### src/design/cbema_pkg.sv
// Shared types and codes for the checked big-endian memory access core.
`default_nettype none
package cbema_pkg;

    localparam int DATA_W = 32;
    localparam int CFG_W  = 17;

    // Result status codes
    localparam logic [1:0] ST_DONE    = 2'd0;
    localparam logic [1:0] ST_IGNORED = 2'd1;
    localparam logic [1:0] ST_FAULT   = 2'd2;

    // Operation codes
    localparam logic OP_READ  = 1'b0;
    localparam logic OP_WRITE = 1'b1;

    // Access size codes (size three is handled as a long)
    localparam logic [1:0] SZ_BYTE = 2'd0;
    localparam logic [1:0] SZ_WORD = 2'd1;
    localparam logic [1:0] SZ_LONG = 2'd2;

    // Configuration register indexes
    localparam logic [1:0] CFG_ENV_TOP   = 2'd0;
    localparam logic [1:0] CFG_MEM_LIMIT = 2'd1;
    localparam logic [1:0] CFG_IO_PASS   = 2'd2;

    localparam logic [CFG_W-1:0] MEM_LIMIT_RST = 17'h10000;

    // I/O and ROM window: masked address at or above 0xC00000
    localparam logic [1:0] IO_WINDOW_TOP = 2'b11;

    typedef struct packed {
        logic       pass;
        logic [1:0] status;
    } t_chk_res;

endpackage
`default_nettype wire

### src/design/cbema_check.sv
// Region and privilege check of the start address of one access.
`default_nettype none
module cbema_check
    import cbema_pkg::*;
#(
    parameter int MEM_BYTES = 65536
) (
    input  wire logic [DATA_W-1:0] i_address,
    input  wire logic              i_supervisor,
    input  wire logic [CFG_W-1:0]  i_env_top,
    input  wire logic [CFG_W-1:0]  i_mem_limit,
    input  wire logic              i_io_pass,
    output t_chk_res               o_res
);

    localparam logic [DATA_W-1:0] MemBytes32 = DATA_W'(MEM_BYTES);

    logic [DATA_W-1:0] limit;
    logic [DATA_W-1:0] env_top;
    logic [DATA_W-1:0] masked;
    logic              in_open;

    always_comb begin
        env_top = {{(DATA_W-CFG_W){1'b0}}, i_env_top};
        limit   = {{(DATA_W-CFG_W){1'b0}}, i_mem_limit};
        if (limit > MemBytes32) begin
            limit = MemBytes32;
        end
        masked  = {8'h00, i_address[23:0]};
        in_open = (i_address >= env_top) && (i_address < limit);

        o_res.pass   = 1'b1;
        o_res.status = ST_DONE;
        if (!in_open) begin
            if (masked[23:22] == IO_WINDOW_TOP) begin
                o_res.pass   = 1'b0;
                o_res.status = i_io_pass ? ST_IGNORED : ST_FAULT;
            end else if (!i_supervisor || masked >= limit) begin
                o_res.pass   = 1'b0;
                o_res.status = ST_FAULT;
            end
        end
    end

endmodule
`default_nettype wire

### config.mk
export PLATFORM = sky130hd
export DESIGN_NAME = cbema_check
export DESIGN_NICKNAME = d
export VERILOG_FILES = /design/src/design/cbema_pkg.sv /design/src/design/cbema_check.sv
export SDC_FILE = /design/constraint.sdc
export NUM_CORES = 1
export LEC_CHECK = 0
export ABC_AREA = 1
export BUFFER_PORTS_ARGS = -buffer_cell sky130_fd_sc_hd__buf_4
export CORE_MARGIN = 2
export CORE_UTILIZATION = 46
export DETAILED_ROUTE_END_ITERATION = 7
export PLACE_DENSITY_LB_ADDON = 0.12
export SYNTH_ARGS = -nofsm -noshare
export SYNTH_HDL_FRONTEND = slang
export SYNTH_SLANG_ARGS = --single-unit
### constraint.sdc
create_clock -name vclk -period 2.7
set_input_delay 0.27 -clock vclk [all_inputs]
set_output_delay 0.27 -clock vclk [all_outputs]
set_load 0.01 [all_outputs]
# Yosys cells after proc, flatten, opt, wreduce, memory -nomap -nowiden
# Cells that the tools add are included.
# Widths: inputs -> output; s select.
totals:
  wordCells: 13
  output_inout_bits: 3
  register_bits: 0
  inputBits: 68
classes:
  n_eq_ne: 1
  n_lt_le_gt_ge: 4
  reduce_logical: 3
  muxes: 5
op_table:
  columns: ["op", "n"]
  rows:
  - ["$ge 24x32->1", 1]
  - ["$ge 32x17->1", 1]
  - ["$lt 32x32->1", 1]
  - ["$gt 17x17->1 const B", 1]
  - ["$mux 17", 1]
  - ["$mux 3", 3]
  - ["$eq 2x2->1 const B", 1]
  - ["$mux 2", 1]
  - ["$logic_and 1x1->1", 1]
  - ["$logic_not 1->1", 1]
  - ["$logic_or 1x1->1", 1]

# Logic depth before layout (Yosys ltp)
# Gate-level depths: netlist of run 1.
depth:
  depth_word: 7
  ltp_mapped: 20
  ltp_nobuf: 19

# Worst setup path after synthesis of run 1
# OpenSTA, ideal clock, no wires.
synth_path:
  kind: "input to output"
  start: "in i_mem_limit[4]"
  end: "out o_res[1] in the netlist's numbering"
  n_path_buf: 1
  cell_stages: 18
  slack_ns: 0.332
  t_required_ns: 2.430
  arrival_ns: 2.098
  cell_sequence: "nor4_2 -> nand2_1 -> nor3_2 -> a21oi_2 -> clkinv_2 -> buf_12 -> nand2_2 -> ha_1 -> nand2_1 -> nor2_1 -> nand2_1 -> clkinv_1 -> nand2_1 -> nand2_1 -> nand2_1 -> nand3_1 -> nand2_1 -> nor2_1"
synth_rtl:
  columns: ["element", "line", "source"]
  rows:
  - ["from (decl)", "cbema_check.sv:11", "input wire logic [CFG_W-1:0] i_mem_limit,"]
  - ["to (decl)", "cbema_check.sv:13", "output t_chk_res o_res"]

==> metrics.log, run 1 <==
INFO  metric outcome = finished, final reports clean
INFO  metric postLayoutCellArea = 0.00169 sq mm
INFO  metric synthDistinctLibCells = 22
INFO  metric worst-slew-pin-transition = 267 ps
INFO  metric worst_hold_path_type = in2out
INFO  metric grt_first_pass_wirelength = 4160 microns
INFO  metric placed_cell_area = 0.00168 sq mm
INFO  metric syn2layout_area_growth = 49.1%
INFO  metric finalWeightedCongestion = 0.797
INFO  metric synth_xor_area_share = 0%
INFO  metric ant_nets = 0
INFO  metric firstDrtPassIters = 4
INFO  metric period_minus_slack = 2610 ps
INFO  metric final_layout_size_suffix_gt1_share = 32.7%
INFO  metric layout_worst_path_cycle_share = 96.6%
INFO  metric required = 2430 ps
INFO  metric starting_density_of_the_core = 49.8%
INFO  metric synth_top_area_share = 37.5%
INFO  metric synth_mux_area_share = 0%
INFO  metric post_synth_inst_count = 192
INFO  metric port-buffer-count = 71
INFO  metric syn-cell-area = 0.00113 sq mm
INFO  metric antenna_fix_cells = 0
INFO  metric synth_simple_gate_area_share = 40.1%
INFO  metric grt.total_usage = 18.4%
INFO  metric grt_max_degree = 16
INFO  metric post-cts-setup-buffers = 0
INFO  metric dominant_combinational_cell_family_by_area_after_synthesis = simple AND/OR/NAND/NOR gates
INFO  metric detail_route.wirelength = 2720 microns
INFO  metric detailedPlacementHpwl = 2510 microns
INFO  metric synth_top_cells_by_count = sky130_fd_sc_hd__nand2_1, sky130_fd_sc_hd__ha_1, sky130_fd_sc_hd__inv_1
INFO  metric power.density_cell_area = 132 mW/mm^2
INFO  metric numSequentialCells = 0
INFO  metric maxCapViolCount = 0
INFO  metric path_max_fanout = 7
INFO  metric synth_compound_area_share = 8.94%
INFO  metric fillerInstances = 208
INFO  metric synthesized_area_fraction_occupied_by_adder_cells = 37.5%
INFO  metric worst_slew_margin_rel = 82.2%
INFO  metric achievable-frequency = 383 MHz
INFO  metric sequential_cell_area = 0 sq um
INFO  metric vias_per_cell = 4.65
INFO  metric setup_total_negative_slack = 0 ps
INFO  metric cts-hold-fix-buffers = 0
INFO  metric final_nets = 367
INFO  metric report.final.slew_viol_count = 0
INFO  metric die_x = 53.6 microns
INFO  metric num-clock-buffers = 0
INFO  metric synth.yosys.seq_area_share = 0%
INFO  metric boundaryPins = 71
INFO  metric overflow = 0
INFO  metric crit_arrival = 2340 ps
INFO  metric synth_top_cells_by_area = sky130_fd_sc_hd__ha_1, sky130_fd_sc_hd__nand2_1, sky130_fd_sc_hd__inv_1
INFO  metric drc = 0
INFO  metric worstSetupStartpointType = input pin
INFO  metric leakage_power_of_the_design = 1.02 nW
INFO  metric die_height = 53.6 microns
INFO  metric synth_fp_nets = 294
INFO  metric worstSetupPathType = in2out
INFO  metric std_cell_rows = 17
INFO  metric first_iter_violations = 22
INFO  metric endpoint_kind = output port
INFO  metric grt_antenna_before_repair = 0
INFO  metric final.hold.worst_slack = 881 ps
INFO  metric number_of_vias_after_detailed_routing = 1352
INFO  metric synth_warn = 0
INFO  metric rsz0062_at_grt = true
INFO  metric wl_per_cell = 9.35 microns
INFO  metric post_synth.cell_area_avg = 5.90 sq um
INFO  metric die-area = 0.00288 sq mm
INFO  metric synth_most_common_cell = sky130_fd_sc_hd__nand2_1
INFO  metric grt_pass1_vias = 1070
INFO  metric power.ir.vdd_worst = 0.0000941 V
INFO  metric placeableCoreArea = 0.00228 sq mm
INFO  metric setup_violations = 0
INFO  metric synth_top_cell_by_area = sky130_fd_sc_hd__ha_1
INFO  metric final_hold_viol_count = 0
cell type report:
class	count	area (sq um)	area share (%)
Tap cell	28	35.0	2.07
Multi-Input combinational cell	156	981	58.0
Inverter	35	136	8.07
Timing Repair inverter	1	5.00	0.296
Timing Repair Buffer	71	533	31.5
worst paths after layout:
kind	start	endpoint	slack, ps	cells after the start
worst max-delay path	i_mem_limit[4]	o_res[1]	90	19
worst min-delay path	i_io_pass	o_res[0]	880	3
kinds of logic (layout without fill, tap and decap cells):
| family | after synthesis | in the layout |
|---|---|---|
| adder cells (fa/ha/maj) | 34 | 34 |
| AO/OA/AOI/OAI | 19 | 19 |
| AND/OR/NAND/NOR | 103 | 103 |
| buffers and inverters | 36 | 107 |
worst max-delay path: stages:
cell and delay, ps:
sky130_fd_sc_hd__buf_4 120, sky130_fd_sc_hd__nor4_2 250, sky130_fd_sc_hd__nand2_1 90, sky130_fd_sc_hd__nor3_2 130
sky130_fd_sc_hd__a21oi_2 120, sky130_fd_sc_hd__clkinv_2 130, sky130_fd_sc_hd__nand2_1 70, sky130_fd_sc_hd__ha_1 290
sky130_fd_sc_hd__a21oi_1 130, sky130_fd_sc_hd__nor2_1 50, sky130_fd_sc_hd__nor2_1 80, sky130_fd_sc_hd__nand2_1 60
sky130_fd_sc_hd__nand2_1 50, sky130_fd_sc_hd__nand2_1 60, sky130_fd_sc_hd__a21oi_1 130, sky130_fd_sc_hd__nand2_1 60
sky130_fd_sc_hd__nand2_1 80, sky130_fd_sc_hd__nor2_1 40, sky130_fd_sc_hd__buf_4 130
metal layers:
metal	wire length (microns)	vias up	track usage, %
li1	-	760	-
met5	0	-	0
met3	173	0	0.556
met1	1240	550	22.9
met4	0	0	0
met2	1310	42	36.6
through the flow:
| step | worst slack [ps] | std cells | total power [mW] | utilization (%) |
|---|---|---|---|---|
| final | 91.6 | 291 | 0.223 | 74.3 |
| after global routing | -58.2 | 291 | 0.259 | 74.3 |
| after CTS | 9.11 | 290 | 0.225 | 73.9 |
| after detailed placement | 20.7 | 290 | 0.223 | 73.9 |
| after global placement | 30.7 | 290 | 0.218 | 73.9 |
| after floorplan | 332 | 192 | 0.116 | - |
power breakdown:
| group | leakage, nW | switching (mW) | internal, mW | total (mW) |
|---|---|---|---|---|
| registers | 0 | 0 | 0 | 0 |
| clock network | 0 | 0 | 0 | 0 |
| logic | 1.02 | 0.102 | 0.122 | 0.223 |
layout by cell type (no fill, tap or decap), types with 2 or more instances in the layout:
master,netlist,layout
sky130_fd_sc_hd__and2_1,2,2
sky130_fd_sc_hd__buf_4,0,71
sky130_fd_sc_hd__nor2_1,25,25
sky130_fd_sc_hd__nor4_1,3,3
sky130_fd_sc_hd__o21ai_0,3,3
sky130_fd_sc_hd__nand2_1,53,53
sky130_fd_sc_hd__inv_2,2,2
sky130_fd_sc_hd__a21oi_1,14,14
sky130_fd_sc_hd__inv_1,31,31
sky130_fd_sc_hd__nand2_2,8,8
sky130_fd_sc_hd__ha_1,34,34
sky130_fd_sc_hd__nand3_1,5,5
sky130_fd_sc_hd__nand4_1,2,2
what timing repair did:
action                                 in CTS  in global routing
endpoints found under the hold margin       0                  0
resized for setup                           0                  2
setup endpoints to repair                   0                  2
(Power assumes the default switching activity.)
==> run 2, diff against run 1 <==
--- a/config.mk
+++ b/config.mk
@@ -6,11 +6,12 @@
 export NUM_CORES = 1
 export LEC_CHECK = 0
 export ABC_AREA = 1
-export BUFFER_PORTS_ARGS = -buffer_cell sky130_fd_sc_hd__buf_4
 export CORE_MARGIN = 2
-export CORE_UTILIZATION = 46
+export CORE_UTILIZATION = 56
 export DETAILED_ROUTE_END_ITERATION = 7
+export DONT_BUFFER_PORTS = 1
 export PLACE_DENSITY_LB_ADDON = 0.12
+export SKIP_LAST_GASP = 1
 export SYNTH_ARGS = -nofsm -noshare
 export SYNTH_HDL_FRONTEND = slang
 export SYNTH_SLANG_ARGS = --single-unit
==> metrics.log, run 2 (synthesized netlist as in run 1, its figures left out) <==
INFO  metric worst_hold_path_type = in2out
INFO  metric most_common_cell_after_layout_fill_and_taps_aside = sky130_fd_sc_hd__nand2_1
INFO  metric hold_path_end = o_res[0]
INFO  metric layout_worst_path_cycle_share = 90.5%
INFO  metric firstDrtPassIters = 4
INFO  metric vias_per_cell = 5.24
INFO  metric drc = 0
INFO  metric critPathSlowestCell = sky130_fd_sc_hd__ha_1
INFO  metric min-delay-start = i_io_pass
INFO  metric finish.cell_count_without_fillers = 219
INFO  metric postLayoutCoreUtil = 59.8%
INFO  metric slowest_stage_delay_cp = 290 ps
INFO  metric maxCapViolCount = 0
INFO  metric report.final.slew_viol_count = 0
INFO  metric worst_slew_margin_rel = 82.8%
INFO  metric netSwitchingPower = 0.0779 mW
INFO  metric antenna_fix_cells = 0
INFO  metric crit_family = simple AND/OR/NAND/NOR gates
INFO  metric final_hold_viol_count = 0
INFO  metric setup_total_negative_slack = 0 ps
INFO  metric period_minus_slack = 2440 ps
INFO  metric met2WireLength = 1100 microns
INFO  metric power.ir.vdd_worst = 0.0000751 V
INFO  metric fillerInstances = 212
INFO  metric final_nets = 296
INFO  metric power_frac_seq = 0%
INFO  metric crit_arrival = 2170 ps
INFO  metric met3_wire_length = 187 microns
INFO  metric first_iter_violations = 24
INFO  metric outcome = finished, final reports clean
INFO  metric highest_layer = met4
INFO  metric grt_antenna_before_repair = 0
INFO  metric num-clock-buffers = 0
INFO  metric clock_power_share = 0%
INFO  metric worst_hold_depth = 1
INFO  metric leakage_power_of_the_design = 0.676 nW
INFO  metric worst_path_most_repeated_cell = sky130_fd_sc_hd__nand2_1
INFO  metric postLayoutCellArea = 0.00116 sq mm
INFO  metric cts-hold-fix-buffers = 0
INFO  metric switching_power_as_a_share_of_total_power = 56.4%
INFO  metric detailedPlacementHpwl = 2190 microns
INFO  metric grt_max_degree = 16
INFO  metric boundaryPins = 71
INFO  metric p_comb_share = 100.0%
INFO  metric achievable-frequency = 409 MHz
INFO  metric grt_first_pass_wirelength = 3930 microns
INFO  metric sequential_cell_area = 0 sq um
INFO  metric setup_violations = 0
INFO  metric wl_met1 = 1010 microns
INFO  metric required = 2430 ps
INFO  metric worst-slew-pin-transition = 256 ps
INFO  metric finalWorstSetupSlack = 257 ps
INFO  metric die-area = 0.00240 sq mm
INFO  metric setup_ws_pre_cts = 194 ps
INFO  metric endpoint_kind = output port
INFO  metric worstSetupPathType = in2out
INFO  metric wl_per_cell = 10.7 microns
INFO  metric port-buffer-count = 0
INFO  metric power.density_cell_area = 119 mW/mm^2
INFO  metric finalWeightedCongestion = 0.852
INFO  metric placeableCoreArea = 0.00194 sq mm
INFO  metric crit_buf_inv = 2
INFO  metric numSequentialCells = 0
INFO  metric detail_route.wirelength = 2350 microns
INFO  metric crit_chain = nor4_2 -> nand2_1 -> nor3_2 -> a21oi_2 -> clkinv_4 -> nand2_1 -> ha_1 -> nand2_1 -> nand2_1 -> nand2_1 -> nand2_1 -> nand2_1 -> nand2_1 -> nand2_1 -> nand2_1 -> a21oi_1 -> nand2_1 -> nand2_1 -> buf_4
INFO  metric number_of_vias_after_detailed_routing = 1148
INFO  metric grt_pass1_vias = 1064
INFO  metric grt.total_usage = 19.5%
INFO  metric final_layout_size_suffix_gt1_share = 8.33%
INFO  metric die_x = 49.0 microns
INFO  metric placed_cell_area = 0.00115 sq mm
INFO  metric starting_density_of_the_core = 58.4%
INFO  metric std_cell_rows = 16
INFO  metric overflow = 0
INFO  metric dpl.cell_count = 219
INFO  metric die_height = 49.0 microns
INFO  metric final_cell_mix = sky130_fd_sc_hd__nand2_1, sky130_fd_sc_hd__ha_1, sky130_fd_sc_hd__inv_1
INFO  metric rsz0062_at_grt = false
INFO  metric ant_nets = 0
INFO  metric worstSetupStartpointType = input pin
INFO  metric path_max_fanout = 15
INFO  metric syn2layout_area_growth = 2.43%
INFO  metric internal-power = 0.0602 mW
==> run 2: cell types whose count changed in the layout (fill, tap and decap cells not counted), sizes merged <==
cell and change:
clkinv -1, buf -70
==> run 2: area by class of cell <==
type | instances | area [sq um] | area share, %
multi-input combinational | 156 | 983 | 84.7
timing repair buffer | 1 | 7.51 | 0.647
inverter | 35 | 136 | 11.7
tap | 27 | 33.8 | 2.91
==> run 2: worst max path at each step <==
stage | cells after the start | start | end
2_1_floorplan | 18 | i_mem_limit[4] | o_res[1]
3_3_place_gp | 17 | i_mem_limit[4] | o_res[1]
3_5_place_dp | 17 | i_mem_limit[4] | o_res[2]
4_1_cts | 17 | i_mem_limit[4] | o_res[2]
5_1_grt | 19 | i_mem_limit[4] | o_res[2]
6_report | 19 | i_mem_limit[4] | o_res[2]
==> run 2: metal layers <==
layer | up-vias | GRT usage, %
li1 | 614 | -
met5 | - | 0
met4 | 0 | 3.33
met3 | 4 | 3.07
met1 | 480 | 21.9
met2 | 50 | 38.4
==> run 2: stage by stage <==
step / hold slack (ps) / power (mW)
final: 722 / 0.138
after global routing: 724 / 0.168
after CTS: 712 / 0.139
after detailed placement: 713 / 0.137
after global placement: 710 / 0.128
after floorplan: 703 / 0.116
==> run 2: what timing repair did <==
action	CTS	global route
gates resized for setup	0	3
setup buffers	0	0
endpoints found under the setup margin	0	2
==> run 2: power groups by stage <==
| stage | Clock, mW | Sequential, mW | Combinational, mW |
|---|---|---|---|
| final | 0 | 0 | 0.138 |
| after global routing | 0 | 0 | 0.168 |
| after CTS | 0 | 0 | 0.139 |
| after detailed placement | 0 | 0 | 0.137 |
| after global placement | 0 | 0 | 0.128 |
| after floorplan | 0 | 0 | 0.116 |
